File: src/hdl/pal_pkg.sv
// Shared types and codes for the positional array list.
package pal_pkg;

    localparam int CAPACITY_DEF = 64;

    localparam logic [2:0] FN_INSERT = 3'd0;
    localparam logic [2:0] FN_MODIFY = 3'd1;
    localparam logic [2:0] FN_READ   = 3'd2;
    localparam logic [2:0] FN_DELETE = 3'd3;
    localparam logic [2:0] FN_FIND   = 3'd4;
    localparam logic [2:0] FN_QUERY  = 3'd5;

    localparam logic [1:0] ST_OK       = 2'd0;
    localparam logic [1:0] ST_FULL     = 2'd1;
    localparam logic [1:0] ST_RANGE    = 2'd2;
    localparam logic [1:0] ST_NOTFOUND = 2'd3;

    typedef struct packed {
        logic [2:0]  func;
        logic [6:0]  position;
        logic [31:0] key;
        logic [31:0] payload;
    } t_in_item;

    typedef struct packed {
        logic [1:0]  status;
        logic [31:0] out_key;
        logic [31:0] out_payload;
        logic [6:0]  found_position;
        logic [6:0]  count;
        logic        is_empty;
    } t_out_item;

endpackage

File: src/hdl/pal_ctrl.sv
// Request sequencer: decodes a request, walks the entry store and builds the result.
module pal_ctrl #(
    parameter int CAPACITY = pal_pkg::CAPACITY_DEF,
    parameter int AW       = $clog2(CAPACITY),
    parameter int CW       = $clog2(CAPACITY + 1)
) (
    input  logic                i_clk,
    input  logic                i_rst_n,
    input  logic                i_valid,
    output logic                o_ready,
    input  pal_pkg::t_in_item   i_item,
    output logic                o_res_valid,
    input  logic                i_res_take,
    output pal_pkg::t_out_item  o_res,
    output logic                o_wr_en,
    output logic [AW-1:0]       o_wr_addr,
    output logic [63:0]         o_wr_data,
    output logic                o_rd_en,
    output logic [AW-1:0]       o_rd_addr,
    input  logic [63:0]         i_rd_data
);

    localparam int WW = ((CW > 7) ? CW : 7) + 1;

    typedef enum logic [2:0] {
        S_IDLE,
        S_SHUP,
        S_SHDN,
        S_WRNEW,
        S_RDWAIT,
        S_FIND,
        S_FLUSH,
        S_DONE
    } t_state;

    t_state        r_state;
    logic [CW-1:0] r_cnt;
    logic [CW-1:0] r_idx;
    logic [AW-1:0] r_tgt;
    logic [AW-1:0] r_wa;
    logic [AW-1:0] r_ca;
    logic          r_pend;
    logic          r_cv;
    logic [2:0]    r_func;
    logic [31:0]   r_key;
    logic [31:0]   r_pay;
    logic [1:0]    r_status;
    logic [31:0]   r_rk;
    logic [31:0]   r_rp;
    logic [6:0]    r_fpos;

    logic          accept;
    logic [WW-1:0] pw;
    logic [WW-1:0] nw;
    logic [WW-1:0] pm1;
    logic [WW-1:0] fpos_w;
    logic [WW-1:0] cnt_w;
    logic          pos_ok;
    logic          ins_ok;
    logic          full;
    logic          key_hit;

    assign accept  = i_valid && (r_state == S_IDLE);
    assign o_ready = (r_state == S_IDLE);
    assign pw      = WW'(i_item.position);
    assign nw      = WW'(r_cnt);
    assign pm1     = pw - WW'(1);
    assign pos_ok  = (pw != '0) && (pw <= nw);
    assign ins_ok  = (pw != '0) && (pw <= nw + WW'(1));
    assign full    = (nw >= WW'(CAPACITY));
    assign key_hit = r_cv && (i_rd_data[63:32] == r_key);
    assign fpos_w  = WW'(r_ca) + WW'(1);
    assign cnt_w   = WW'(r_cnt);

    always_comb begin
        o_rd_en   = 1'b0;
        o_rd_addr = r_idx[AW-1:0];
        unique case (r_state)
            S_IDLE: begin
                o_rd_en   = accept && (i_item.func == pal_pkg::FN_READ);
                o_rd_addr = pm1[AW-1:0];
            end
            S_SHUP, S_SHDN: o_rd_en = 1'b1;
            S_FIND:         o_rd_en = (r_idx != r_cnt);
            default:        o_rd_en = 1'b0;
        endcase
    end

    always_comb begin
        if (r_pend) begin
            o_wr_en   = 1'b1;
            o_wr_addr = r_wa;
            o_wr_data = i_rd_data;
        end else begin
            o_wr_en   = (r_state == S_WRNEW);
            o_wr_addr = r_tgt;
            o_wr_data = {r_key, r_pay};
        end
    end

    assign o_res_valid          = (r_state == S_DONE);
    assign o_res.status         = r_status;
    assign o_res.out_key        = r_rk;
    assign o_res.out_payload    = r_rp;
    assign o_res.found_position = r_fpos;
    assign o_res.count          = cnt_w[6:0];
    assign o_res.is_empty       = (r_cnt == '0);

    always_ff @(posedge i_clk) begin
        if (!i_rst_n) begin
            r_state <= S_IDLE;
            r_cnt   <= '0;
            r_pend  <= 1'b0;
            r_cv    <= 1'b0;
        end else begin
            r_pend <= 1'b0;
            unique case (r_state)
                S_IDLE: begin
                    if (accept) begin
                        r_func   <= i_item.func;
                        r_key    <= i_item.key;
                        r_pay    <= i_item.payload;
                        r_tgt    <= pm1[AW-1:0];
                        r_status <= pal_pkg::ST_OK;
                        r_rk     <= '0;
                        r_rp     <= '0;
                        r_fpos   <= '0;
                        r_cv     <= 1'b0;
                        r_state  <= S_DONE;
                        case (i_item.func)
                            pal_pkg::FN_INSERT: begin
                                if (full) begin
                                    r_status <= pal_pkg::ST_FULL;
                                end else if (!ins_ok) begin
                                    r_status <= pal_pkg::ST_RANGE;
                                end else if (nw == pm1) begin
                                    r_state <= S_WRNEW;
                                end else begin
                                    r_idx   <= r_cnt - CW'(1);
                                    r_state <= S_SHUP;
                                end
                            end
                            pal_pkg::FN_MODIFY: begin
                                if (!pos_ok) begin
                                    r_status <= pal_pkg::ST_RANGE;
                                end else begin
                                    r_state <= S_WRNEW;
                                end
                            end
                            pal_pkg::FN_READ: begin
                                if (!pos_ok) begin
                                    r_status <= pal_pkg::ST_RANGE;
                                end else begin
                                    r_state <= S_RDWAIT;
                                end
                            end
                            pal_pkg::FN_DELETE: begin
                                if (!pos_ok) begin
                                    r_status <= pal_pkg::ST_RANGE;
                                end else if (pw == nw) begin
                                    r_cnt <= r_cnt - CW'(1);
                                end else begin
                                    r_idx   <= pw[CW-1:0];
                                    r_state <= S_SHDN;
                                end
                            end
                            pal_pkg::FN_FIND: begin
                                r_idx    <= '0;
                                r_status <= pal_pkg::ST_NOTFOUND;
                                r_state  <= S_FIND;
                            end
                            default: r_state <= S_DONE;
                        endcase
                    end
                end
                S_SHUP: begin
                    r_pend <= 1'b1;
                    r_wa   <= r_idx[AW-1:0] + AW'(1);
                    if (r_idx[AW-1:0] == r_tgt) begin
                        r_state <= S_WRNEW;
                    end else begin
                        r_idx <= r_idx - CW'(1);
                    end
                end
                S_SHDN: begin
                    r_pend <= 1'b1;
                    r_wa   <= r_idx[AW-1:0] - AW'(1);
                    if ((r_idx + CW'(1)) == r_cnt) begin
                        r_state <= S_FLUSH;
                    end else begin
                        r_idx <= r_idx + CW'(1);
                    end
                end
                S_WRNEW: begin
                    if (!r_pend) begin
                        if (r_func == pal_pkg::FN_INSERT) begin
                            r_cnt <= r_cnt + CW'(1);
                        end
                        r_state <= S_DONE;
                    end
                end
                S_FLUSH: begin
                    r_cnt   <= r_cnt - CW'(1);
                    r_state <= S_DONE;
                end
                S_RDWAIT: begin
                    r_rk    <= i_rd_data[63:32];
                    r_rp    <= i_rd_data[31:0];
                    r_state <= S_DONE;
                end
                S_FIND: begin
                    if (key_hit) begin
                        r_status <= pal_pkg::ST_OK;
                        r_fpos   <= fpos_w[6:0];
                        r_cv     <= 1'b0;
                        r_state  <= S_DONE;
                    end else if (r_idx != r_cnt) begin
                        r_cv  <= 1'b1;
                        r_ca  <= r_idx[AW-1:0];
                        r_idx <= r_idx + CW'(1);
                    end else begin
                        r_cv    <= 1'b0;
                        r_state <= S_DONE;
                    end
                end
                S_DONE: begin
                    if (i_res_take) begin
                        r_state <= S_IDLE;
                    end
                end
                default: r_state <= S_IDLE;
            endcase
        end
    end

endmodule

File: config.mk
export PLATFORM = sky130hd
export DESIGN_NAME = pal_ctrl
export DESIGN_NICKNAME = d
export VERILOG_FILES = /design/src/hdl/pal_pkg.sv /design/src/hdl/pal_ctrl.sv
export SDC_FILE = /design/constraint.sdc
export NUM_CORES = 1
export LEC_CHECK = 0
export BUFFER_PORTS_ARGS = -buffer_cell sky130_fd_sc_hd__buf_2
export CAP_MARGIN = 15
export CELL_PAD_IN_SITES_DETAIL_PLACEMENT = 2
export CELL_PAD_IN_SITES_GLOBAL_PLACEMENT = 2
export CORE_UTILIZATION = 30
export CTS_BUF_LIST = sky130_fd_sc_hd__clkbuf_8
export DETAILED_ROUTE_END_ITERATION = 12
export GPL_TIMING_DRIVEN = 0
export HOLD_SLACK_MARGIN = 0.06
export PLACE_DENSITY = 0.86
export SETUP_SLACK_MARGIN = 0.4
export SKIP_LAST_GASP = 1
export SLEW_MARGIN = 20
export SYNTH_ARGS = -nofsm -noshare
export SYNTH_HDL_FRONTEND = slang
export SYNTH_SLANG_ARGS = --single-unit
export TNS_END_PERCENT = 5
File: constraint.sdc
create_clock -name i_clk -period 6.2 [get_ports i_clk]
set_input_delay 0 -clock i_clk [delete_from_list [all_inputs] [get_ports i_clk]]
set_output_delay 0 -clock i_clk [all_outputs]
set_load 0.1 [all_outputs]
* Word-level counts from Yosys, hierarchy flattened
Index checks and enable logic that the tools add are counted.
** Storage, ports and cells
- Register bits :: 177
- Input bits :: 142
- Word-level logic and storage cells :: 152
** Cells by class
- Add/sub/neg operators :: 9
- $lt $le $gt $ge :: 3
- Eq/ne operators :: 38
- Muxes and demuxes :: 59
- Bitwise logic cells :: 1
- Reductions and logical operators :: 27
** Operators by type and width (count)
- case mux 32 bit (2 select lines) :: 2
- two-way mux 7 bit :: 18
- two-way mux 64 bit :: 1
- case mux 7 bit (3 select lines) :: 2
- two-way mux 3 bit :: 12
- == test 32 bit :: 1
- two-way mux 32 bit :: 1
- case mux 7 bit (4 select lines) :: 1
- case mux 3 bit (7 select lines) :: 1
- inequality test 3 bit, second input constant :: 6
- inequality test 2 bit, second input constant :: 8
- == test 3 bit, second input constant :: 5
- case mux 3 bit (5 select lines) :: 1
- adder 7 x 1 -> 7 bit, second input constant :: 2
- == test 7 bit :: 2
- two-way mux 2 bit :: 7
- case mux 7 bit (2 select lines) :: 1
- subtractor 7 x 1 -> 7 bit, second input constant :: 2
- AND reduction 13 bit :: 1
- == test 3 x 2 -> 1 bit, second input constant :: 4
- two-way mux 6 bit :: 2
- inequality test 2 x 1 -> 1 bit, second input constant :: 6
- case mux 6 bit (2 select lines) :: 1
- logical NOT 3 bit :: 3
- other kinds (32) :: 47

* Logic depth before layout (Yosys ltp)
- Depth in word-level cells :: 8
- Depth in mapped cells :: 12
- Depth with buffers taken out :: 11

* Worst setup path before layout
No wires, ideal clock.
- Path type :: register to register
- Start point :: register r_state[2]
- End point :: register r_rk[0], enable pin
- Library setup time :: 0.565 ns
- Arrival time :: 5.349 ns
- Path slack :: 0.286 ns
- Cell stages (with the launch flop) :: 5
- Path buffers :: 2
- Cell sequence :: dfxtp_1 clkbuf_1 clkbuf_1 o21ai_0 nor3_1
** On the way
- Word-level cells in the longest chain between the ends :: 4
- Elaborated cells between the ends (all ways) :: 6
- Classes of those cells :: eq/ne: 2; reduce/logical: 4
** RTL lines
- start: declaration :: line pal_ctrl.sv:36 : t_state r_state;
- start signal: assignment :: line pal_ctrl.sv:111 : r_state <= S_IDLE;
- start signal: assignment :: line pal_ctrl.sv:129 : r_state <= S_DONE;
- start signal: assignment :: line pal_ctrl.sv:137 : r_state <= S_WRNEW;
- logical NOT 3 bit :: line pal_ctrl.sv:63, pal_ctrl.sv:117
- logical AND 1 bit :: line pal_ctrl.sv:63 : assign accept = i_valid && (r_state == S_IDLE);
- inequality test 2 x 1 -> 1 bit (no line)
- AND reduction 3 bit (no line) (*)
- end signal: assignment :: line pal_ctrl.sv:207 : r_rk <= i_rd_data[63:32];
- end: declaration :: line pal_ctrl.sv:48 : logic [31:0] r_rk;
Every way passes the cells marked *; elsewhere a longest branch is shown, timed or not.
A chain may end at the register's enable or synchronous reset.

* Worst setup path in the final report
- Start point :: register r_cnt[1]
- End point :: register r_idx[5], enable pin
** On the way
- Word-level cells in the longest chain between the ends :: 5
- Elaborated cells between the ends (all ways) :: 18
- Classes of those cells :: add/sub: 1; order compare: 3; eq/ne: 11; reduce/logical: 3
** RTL lines
- start: declaration :: line pal_ctrl.sv:37 : logic [CW-1:0] r_cnt;
- start signal: assignment :: line pal_ctrl.sv:161 : r_cnt <= r_cnt - CW'(1);
- start signal: assignment :: line pal_ctrl.sv:197 : r_cnt <= r_cnt + CW'(1);
- start signal: assignment :: line pal_ctrl.sv:203 : r_cnt <= r_cnt - CW'(1);
- adder 7 x 1 -> 8 bit :: line pal_ctrl.sv:69 : assign ins_ok = (pw != '0) && (pw <= nw + WW'(1));
- <= comparator 7 x 8 -> 1 bit :: line pal_ctrl.sv:69
- logical AND 1 bit :: line pal_ctrl.sv:69
- inequality test 3 bit (no line)
- AND reduction 13 bit (no line) (*)
- end signal: assignment :: line pal_ctrl.sv:139 : r_idx <= r_cnt - CW'(1);
- end signal: assignment :: line pal_ctrl.sv:163 : r_idx <= pw[CW-1:0];
- end signal: assignment :: line pal_ctrl.sv:182 : r_idx <= r_idx - CW'(1);
- end: declaration :: line pal_ctrl.sv:38 : logic [CW-1:0] r_idx;
Marks and branches as above.

==> out/results.tsv <==
stage	metric	value	unit
worst_hold_path	Hold Crit Class	primary input to flip-flop	
global_routing	largest net degree at the start of global routing	45	
placed_design	Cell Area, Placed	11400	um^2
detailed_routing	DRC viols	0	
clock_network	Clock transition at path regs	120	ps
clock_network	Clock Path Buffers	2	
finish	most frequent cells in the layout	buf_2 (304), edfxtp_1 (165), dlygate4sd3_1 (139)	
timing	Peak Freq	209	MHz
timing	Layout Skew	46.6	ps
detailed_routing	Initial DRC Count	640	
global_routing	gr usage total	0.310	
global_routing	GR Overflow Total	0	
pwr	VDD IR max	0.500	mV
worst_hold_path	WHS Endpoint	r_idx[6]$_DFFE_PP_	
finish	# nets final	1386	
global_routing	vias in the first global route	9503	
placed_design	gpl congestion	0.868	
setup_path	Critical R2R Capture	r_idx[5]$_DFFE_PP_	
setup_path	Crit Reg-Reg Startpoint	r_cnt[1]$_SDFFE_PN0P_	
worst_hold_path	HP Start	i_item[70]	
detailed_routing	Via-to-Cell Ratio	5.44	
detailed_routing	WL/cell	31.2	um
setup_path	CP Launch Type	flip-flop	
placed_design	IO buf count	302	
clock_network	clock sink count	177	
setup_path	CP endpoint kind	flip-flop	
setup_path	Arrival @ worst endpoint	4980	ps
worst_hold_path	worst hold stages	3	
detailed_routing	antenna viol nets, final	0	
floorplanning	die area	31500	um^2
timing	Final Cycle Share	0.773	
synthesis	synth warn	0	
placed_design	post-DP HPWL	30.7	mm
global_routing	initial antenna violation count	6	
clock_network	post-CTS setup buffers	0	
synthesis	syn_area_per_cell	12.3	um^2
setup_path	slowest cell on the critical path	a221oi_1	
timing	Least-Margin Pin Slew	1120	ps
global_routing	first-pass GRT wire length	69.4	mm
synthesis	Synth cell types	63	
floorplanning	core area	30000	um^2
detailed_routing	routed vias	8845	
timing	RSZ-0062 raised after global routing	false	
setup_path	Worst Path Required	6390	ps
flow_run	max-cap viol count	0	
synthesis	Post-synth EDFFs	165	
clock_network	TritonCTS buffer count	17	
finish	final instance area	13100	um^2
floorplanning	Die Ht	178	um
timing	Slew Limit Fails	0	
floorplanning	# rows	63	
synthesis	Yosys reg bits	177	
finish	share of cells above drive strength 1	0.348	
setup_path	FF-to-FF path depth	12	
detailed_routing	drt total wl	50.7	mm
setup_path	crit path cell chain	clkbuf_1 > inv_1 > nor3_1 > nand3_1 > xnor2_1 > ha_1 > nand4_1 > o221ai_1 > a2111oi_2 > or3_1 > a221oi_1 > buf_2	
clock_network	H-Tree Depth	4	
setup_path	R2R Setup Slk	1410	ps
floorplanning	Die Width	178	um
timing	Hold Vio Cnt, Final	0	
outcome	status	finished clean	
pwr	PD cells	511	nW/um^2
floorplanning	initial core utilization	0.309	
clock_network	clk root buf	clkbuf_8	
pwr	leakage	0.00520	uW
synthesis	predominant post-synthesis flop cell	edfxtp_1	
detailed_routing	DRT Pass-1 Iters	4	
clock_network	clk_lat worst skew	530	ps
timing	Slew headroom	0.247	
synthesis	sequential element share of the synthesized area	0.562	
timing	Final TNS setup	0	ps
synthesis	syn_nets	920	
synthesis	Async SR Flop Fraction	0	
floorplanning	I/O Pins	303	
setup_path	largest stage delay on the critical path	680	ps
setup_path	WS Path Type	flip-flop to flip-flop	
synthesis	Cells after Synth	752	
synthesis	Mapped Area	9250	um^2
finish	Layout area overhead	42.1	%
setup_path	Max FO, Critical Path	6	
timing	final setup vio count	0	
finish	commonest non-fill, non-tap cell in the layout	buf_2	
clock_network	CTS tree	built	
timing	Final Critical Period	4790	ps
[cells in the mapped netlist (3+ instances only)]
library cell  instances  area (um^2)
or3_1                 3         18.8
o211ai_1              3         22.5
nor3_1               16         80.1
a21boi_0              5         37.5
nand3_1              16         80.1
o21ai_1               4         20.0
a221oi_1              6         52.6
nand4_1              12         75.1
a22oi_1               6         45.0
nor4_1               10         62.6
o21ai_0              20          100
o22ai_1               4         25.0
nand2_1              31          116
xor2_1               17          149
edfxtp_1            165         4950
and2_1               69          432
o221a_2               3         33.8
a21oi_1              28          140
ha_1                 25          313
buf_1                 5         18.8
and3_1                7         43.8
a31oi_1               4         25.0
clkbuf_1             27          101
nor2_1               41          154
a21o_1                3         22.5
inv_1                30          113
xnor2_1              63          552
dfxtp_1              12          240
mux2_2               71          800
o221ai_1              3         26.3
nor2b_1               3         18.8
[per-stage QoR]
| stage | utilization | hold WS, ps | setup WS (ps) | total power (uW) | std cells |
|---|---|---|---|---|---|
| 2_1_floorplan | - | 98.9 | 1960 | 4700 | 752 |
| 3_3_place_gp | 0.376 | 178 | 593 | 5450 | 1444 |
| 3_5_place_dp | 0.379 | 179 | 1570 | 5590 | 1450 |
| 4_1_cts | 0.438 | 64.4 | 1490 | 6490 | 1620 |
| 5_1_grt | 0.439 | 130 | 1190 | 6880 | 1626 |
| 6_report | 0.439 | 94.1 | 1410 | 6720 | 1626 |
[worst max-delay path by stage]
| stage | slack (ps) | to | startpoint | cells after the start |
|---|---|---|---|---|
| 6_report | 1410 | r_idx[5]$_DFFE_PP_ | r_cnt[1]$_SDFFE_PN0P_ | 12 |
| 5_1_grt | 1190 | r_idx[5]$_DFFE_PP_ | r_cnt[1]$_SDFFE_PN0P_ | 12 |
| 4_1_cts | 1490 | r_idx[2]$_DFFE_PP_ | r_cnt[1]$_SDFFE_PN0P_ | 12 |
| 3_5_place_dp | 1570 | r_idx[2]$_DFFE_PP_ | r_cnt[1]$_SDFFE_PN0P_ | 12 |
| 3_3_place_gp | 590 | r_rk[30]$_SDFFCE_PP0P_ | r_state[2]$_SDFFE_PN0P_ | 4 |
| 2_1_floorplan | 1960 | r_idx[0]$_DFFE_PP_ | r_cnt[0]$_SDFFE_PN0P_ | 10 |
[power by group]
group          switching (uW)  leakage, uW  internal (uW)
Clock                     586     0.000192            300
Sequential                145      0.00163           1600
Combinational            3220      0.00338            874
Total                    3950      0.00520           2770
[metal layers]
metal | vias up | track usage | part of all wire
li1 | 3706 | - | -
met1 | 4582 | 0.346 | 0.39
met2 | 440 | 0.549 | 0.50
met3 | 117 | 0.0611 | 0.056
met4 | 0 | 0.175 | 0.054
met5 | - | 0 | 0
[kinds of logic after synthesis]
group,Yosys count,share of synthesized area
muxes,72,0.0875
xor gates and xnor gates,80,0.0757
buffers and inverters,67,0.0281
adders and majority gates,26,0.0360
DFF,177,0.562
AOI/OAI and AO/OA,109,0.0817
and+or+nand+nor,221,0.129
[layout make-up]
class | count | area [um^2]
flip-flops and latches | 177 | 5190
fillers | 3097 | 16800
well taps | 390 | 488
multi-input cells | 508 | 3820
inverters | 32 | 120
plain buffers | 35 | 140
clock inverters | 14 | 145
diodes | 6 | 15.0
clock buffers | 17 | 234
repair buffers | 447 | 2990
[worst max-delay path, delay by kind of cell, from the launching register on]
family | cells | cell delay [ps]
adders and majority gates | 1 | 320
AOI/OAI and AO/OA | 3 | 1380
DFF | 1 | 370
buffers and inverters | 3 | 1050
xor gates and xnor gates | 1 | 200
and+or+nand+nor | 4 | 1150
[state kept, by name, indices dropped and copies added, names as in the netlist, 2 cells and up]
signal    flops
r_key        32
r_func        3
r_rp         32
r_pay        32
r_cnt         7
r_idx         7
r_ca          6
r_rk         32
r_tgt         6
r_state       3
r_wa          6
r_fpos        7
r_status      2
[timing repair]
| action | CTS | global route |
|---|---|---|
| gates resized for setup | 0 | 0 |
| endpoints found under the hold margin | 143 | 0 |
| hold buffers | 139 | 0 |
Power figures use the tool's default switching activity.
